[config.mk]
export PLATFORM = sky130hd
export DESIGN_NAME = uvs_div_pipe
export DESIGN_NICKNAME = d
export VERILOG_FILES = /design/src/hdl/uvs_pkg.sv /design/src/hdl/uvs_div_pipe.sv
export SDC_FILE = /design/constraint.sdc
export NUM_CORES = 1
export LEC_CHECK = 0
export ABC_AREA = 1
export BUFFER_PORTS_ARGS = -buffer_cell sky130_fd_sc_hd__buf_2
export CORE_UTILIZATION = 56
export DETAILED_ROUTE_END_ITERATION = 16
export PLACE_DENSITY = 0.72
export SLEW_MARGIN = 20
export SYNTH_ARGS = -nofsm -noshare
export SYNTH_HDL_FRONTEND = slang
export SYNTH_SLANG_ARGS = --single-unit
[constraint.sdc]
create_clock -name clk -period 2.4 [get_ports clk]
set_input_delay 0.12 -clock clk [delete_from_list [all_inputs] [get_ports clk]]
set_output_delay 0.12 -clock clk [all_outputs]
set_load 0.05 [all_outputs]
[src/hdl/uvs_pkg.sv]
// shared types, register codes and sine table arithmetic for the uv sphere vertex generator
package uvs_pkg;

	localparam int CFG_INDEX_W = 2;
	localparam int CFG_DATA_W  = 16;

	localparam logic [CFG_INDEX_W-1:0] REG_RADIUS   = 2'd0;
	localparam logic [CFG_INDEX_W-1:0] REG_SEGMENTS = 2'd1;
	localparam logic [CFG_INDEX_W-1:0] REG_RINGS    = 2'd2;

	localparam logic [15:0] RADIUS_RST   = 16'd256;
	localparam logic [7:0]  SEGMENTS_RST = 8'd32;
	localparam logic [7:0]  RINGS_RST    = 8'd16;

	localparam int IDX_W = 17;
	localparam int POS_W = 17;
	localparam int NRM_W = 16;

	// quarter turn in q30
	localparam logic [63:0] HALF_PI_Q30 = 64'd1686629713;

	typedef struct packed {
		logic [IDX_W-1:0] vertex_index;
		logic [IDX_W-1:0] below_index;
		logic             quad_valid;
		logic             out_of_range;
	} side_t;

	// divide by the k-th taylor denominator (2k)(2k+1)
	function automatic logic [63:0] taylor_div(input logic [63:0] v, input int k);
		logic [63:0] r;
		r = '0;
		case (k)
			1:       r = v / 64'd6;
			2:       r = v / 64'd20;
			3:       r = v / 64'd42;
			4:       r = v / 64'd72;
			5:       r = v / 64'd110;
			6:       r = v / 64'd156;
			7:       r = v / 64'd210;
			8:       r = v / 64'd272;
			9:       r = v / 64'd342;
			default: r = v / 64'd420;
		endcase
		return r;
	endfunction

	// sine of i/2^tbits of a quarter turn, q1.15, elaboration time only
	function automatic logic [15:0] sine_entry(input int i, input int tbits);
		logic [63:0]        x;
		logic [63:0]        x2;
		logic [63:0]        term;
		logic signed [63:0] sum;
		logic [63:0]        q;
		x    = (64'(i) * HALF_PI_Q30) >> tbits;
		x2   = (x * x) >> 30;
		term = x;
		sum  = signed'(x);
		for (int k = 1; k <= 10; k++) begin
			term = taylor_div((term * x2) >> 30, k);
			if (k % 2 == 1)
				sum = sum - signed'(term);
			else
				sum = sum + signed'(term);
		end
		if (sum < 0)
			sum = '0;
		q = (unsigned'(sum) + 64'd16384) >> 15;
		if (q > 64'd32767)
			q = 64'd32767;
		return q[15:0];
	endfunction

endpackage

[src/hdl/uvs_div_pipe.sv]
// pipelined restoring divider giving the fractional bits of num/den, one bit per stage
module uvs_div_pipe
	import uvs_pkg::*;
#(
	parameter int FRAC_BITS = 16
) (
	input  logic                 clk,
	input  logic [7:0]           num,
	input  logic [8:0]           den,
	output logic [FRAC_BITS-1:0] quo
);

	logic [8:0]           rem_s [FRAC_BITS+1];
	logic [FRAC_BITS-1:0] quo_s [FRAC_BITS+1];

	// integer step: quotient bit drops out, only the remainder goes on
	always_ff @(posedge clk) begin
		rem_s[0] <= ({1'b0, num} >= den) ? ({1'b0, num} - den) : {1'b0, num};
		quo_s[0] <= '0;
	end

	for (genvar k = 1; k <= FRAC_BITS; k++) begin : g_step
		logic [9:0] trial;
		logic       ge;
		assign trial = {rem_s[k-1], 1'b0};
		assign ge    = trial >= {1'b0, den};
		always_ff @(posedge clk) begin
			rem_s[k] <= ge ? 9'(trial - {1'b0, den}) : trial[8:0];
			quo_s[k] <= {quo_s[k-1][FRAC_BITS-2:0], ge};
		end
	end

	assign quo = quo_s[FRAC_BITS];

endmodule

==> results.sh <==
export IMPL_status="finished clean"
export IMPL_antenna_found_initial=0
export IMPL_postSynthAreaPerCell_um2=6.99
export IMPL_comb_power_share=0.482
export IMPL_power_switching_w=0.0107
export IMPL_max_freq_mhz=550
export IMPL_grt_use_met3=0.0327
export IMPL_ios=34
export IMPL_cp_slowest_stage_delay_ns=0.33
export IMPL_fin_crit_ns=1.82
export IMPL_drive_gt1_frac=0.0669
export IMPL_synth_top_cells_by_count="nand2_1 (846), inv_1 (329), dfxtp_1 (280), nand3_1 (251), ha_1 (151)"
export IMPL_hold_violations=0
export IMPL_synthCells=2228
export IMPL_drt_first_pass_iters=5
export IMPL_dpl_hpwl_mm=24.8
export IMPL_finalCritPeriodShare=0.758
export IMPL_cts_buffers=30
export IMPL_final_setup_viol_count=0
export IMPL_yosysTopAreaCell="dfxtp_1"
export IMPL_top_usage_layer="met2"
export IMPL_tightest_slew_ns=0.487
export IMPL_drv_cap=0
export IMPL_viasPerCell=4.98
export IMPL_crit_path_start_kind="flip-flop"
export IMPL_antenna_cells=0
export IMPL_path_cells="ha_1, nand2_1, inv_1, a21oi_1, nand2_1, nand2_2, nand2_2, nand2_1, nand2_1"
export IMPL_synth_edff_count=0
export IMPL_maxSlewHeadroom=0.675
export IMPL_rsz0062_at_grt="false"
export IMPL_wire_per_inst_um=12.9
export IMPL_synth_top_area_frac=0.360
export IMPL_arrival_ns=2.26
export IMPL_netlist_area_um2=15600
export IMPL_globalplace_congestion=0.935
export IMPL_clock_latency_ns=0.56
export IMPL_grt_util_met1=0.320
export IMPL_tritoncts="done"
export IMPL_grt_met2_usage=0.419
export IMPL_yosys_top_cells_area="dfxtp_1 (36%), nand2_1 (20%), ha_1 (12%), nand3_1 (8.1%), inv_1 (7.9%)"
export IMPL_rows=60
export IMPL_nets=2478
export IMPL_ctsResizeCount=0
export IMPL_seqCellArea_um2=5610
export IMPL_multi_input_area_um2=8550
export IMPL_p_leak_nw=9.75
export IMPL_yosysWarningCount=0
export IMPL_initial_core_util=0.574
export IMPL_wl_mm=34.6
export IMPL_route_antenna_remaining_nets=0
export IMPL_h_tree_depth=1
export IMPL_path_class="flip-flop to flip-flop"
export IMPL_cp_max_fo=10
export IMPL_seqPwrFrac=0.319
export IMPL_grt_max_degree=42
export IMPL_fill_cells=2424
export IMPL_cp_slowest_cell="ha_1"
export IMPL_synth_ff_type="dfxtp_1"
export IMPL_ys_seq_area_frac=0.360
export IMPL_cts_sinks=280
export IMPL_areaGrowthSynthToFinish_pct=12.0
export IMPL_ys_ff_latch=280
export IMPL_swShare=0.424
export IMPL_cts_buffer_depth=3
export IMPL_powerDensity_nw_per_um2=1450
export IMPL_p_int_w=0.0146
export IMPL_clock_root_buffer="clkbuf_16"
export IMPL_cpMostUsedCell="nand2_1"
export IMPL_grt_total_usage=0.247
export IMPL_grt_ovfl_total=0
export IMPL_ys_async_sr_fraction=0
export IMPL_drv_slew=0
export IMPL_dieHeight_um=169
export IMPL_finClkSkew_ns=0.00904
export IMPL_hold_path_class="input port to flip-flop"
export IMPL_port_buffers=33
export IMPL_ir_worst_vdd_mv=0.667
export IMPL_worstPathRequired_ns=2.84
export IMPL_cts_clk_slew_worst_paths_ns=0.06
export IMPL_grt_pass1_vias=12500
export IMPL_whs_ns=0.0496
export IMPL_endpoint_kind="flip-flop"
export IMPL_synth_most_common_cell="nand2_1"
export IMPL_route_detailed_drc=0
export IMPL_p_clk_frac=0.198
export IMPL_core_area_um2=27100
export IMPL_drt_iter0_drc=814
export IMPL_grt_pass1_wl_mm=57.8
export IMPL_dr_total_vias=13400
export IMPL_die_area_um2=28500
export IMPL_synthesis_nets=2413
export IMPL_die_w_um=169
export IMPL_synth_cell_types=25
export IMPL_setup_tns_ns=0
state kept, by name (all words and copies together) (netlist names):
| name | flops |
|---|---|
| quo_s | 136 |
| rem_s | 144 |
area by class of cell:
cell class / instances / area share
Sequential cell: 280 / 0.321
Tap cell: 372 / 0.0267
Multi-Input combinational cell: 1595 / 0.491
Clock inverter: 18 / 0.0147
Clock buffer: 38 / 0.0483
Inverter: 329 / 0.0708
Timing Repair Buffer: 57 / 0.0274
power groups by stage:
stage | registers [W] | clock network (W) | logic (W)
2_1_floorplan | 0.00821 | 0 | 0.00947
3_3_place_gp | 0.00815 | 0 | 0.0118
3_5_place_dp | 0.00817 | 0 | 0.0120
4_1_cts | 0.00808 | 0.00512 | 0.0122
5_1_grt | 0.00828 | 0.00533 | 0.0140
6_report | 0.00807 | 0.00502 | 0.0122
metal layers:
| layer | up-vias | share of wire |
|---|---|---|
| li1 | 7081 | - |
| met1 | 5923 | 0.47 |
| met2 | 293 | 0.46 |
| met3 | 83 | 0.046 |
| met4 | 0 | 0.031 |
| met5 | - | 0 |
logic make-up after synthesis:
| family | share of synthesized area |
|---|---|
| and+or+nand+nor | 0.347 |
| buffers and inverters | 0.0903 |
| AOI/OAI and AO/OA | 0.0331 |
| xor gates and xnor gates | 0.0270 |
| DFF | 0.360 |
| adders and majority gates | 0.142 |
layout by cell type, fill, tap and decap left out, drive strengths merged, types with 8 or more instances in the layout:
cell type    Yosys  final
dlygate4sd3      0      8
nand4           20     20
clkbuf           0     38
clkinv           0     10
nor2           110    110
nand2          882    882
ha             151    151
nor3            12     12
xor2            31     31
buf             24     49
xnor2           17     17
dfxtp          280    280
a21oi           93     93
inv            329    329
nand3          251    251
fa              16     16
repair_timing:
action,CTS,global route
endpoints found under the hold margin,8,0
buffers inserted,0,0
hold buffers,8,0
critical path: cells and delay by family, from the launching register on:
family	cells	cell delay [ns]
and+or+nand+nor	6	0.79
adders and majority gates	1	0.33
AOI/OAI and AO/OA	1	0.20
DFF	1	0.32
buffers and inverters	1	0.06
path summary, 6_finish.rpt:
check                                             to  cells after the start  slack (ns)                  from
worst max register to register  rem_s[0][80]$_DFF_P_                      9        0.58  rem_s[0][67]$_DFF_P_
worst min register to register   quo_s[7][2]$_DFF_P_                      0        0.32   quo_s[6][1]$_DFF_P_
worst min-delay path             rem_s[0][2]$_DFF_P_                      5        0.05                den[8]
worst max-delay path            rem_s[0][80]$_DFF_P_                      9        0.58  rem_s[0][67]$_DFF_P_
per-stage QoR:
| step | instance area, um^2 | cells | setup slack (ns) | total power [W] | util |
|---|---|---|---|---|---|
| after CTS | 17400 | 2689 | 0.613 | 0.0254 | 0.643 |
| after global placement | 16300 | 2625 | 0.263 | 0.0199 | 0.600 |
| after detailed placement | 16300 | 2625 | 0.219 | 0.0202 | 0.600 |
| final | 17400 | 2689 | 0.581 | 0.0253 | 0.643 |
| after floorplan | 15600 | 2228 | 0.674 | 0.0177 | - |
| after global routing | 17400 | 2689 | 0.420 | 0.0276 | 0.643 |
Power figures use the tool's default switching activity.
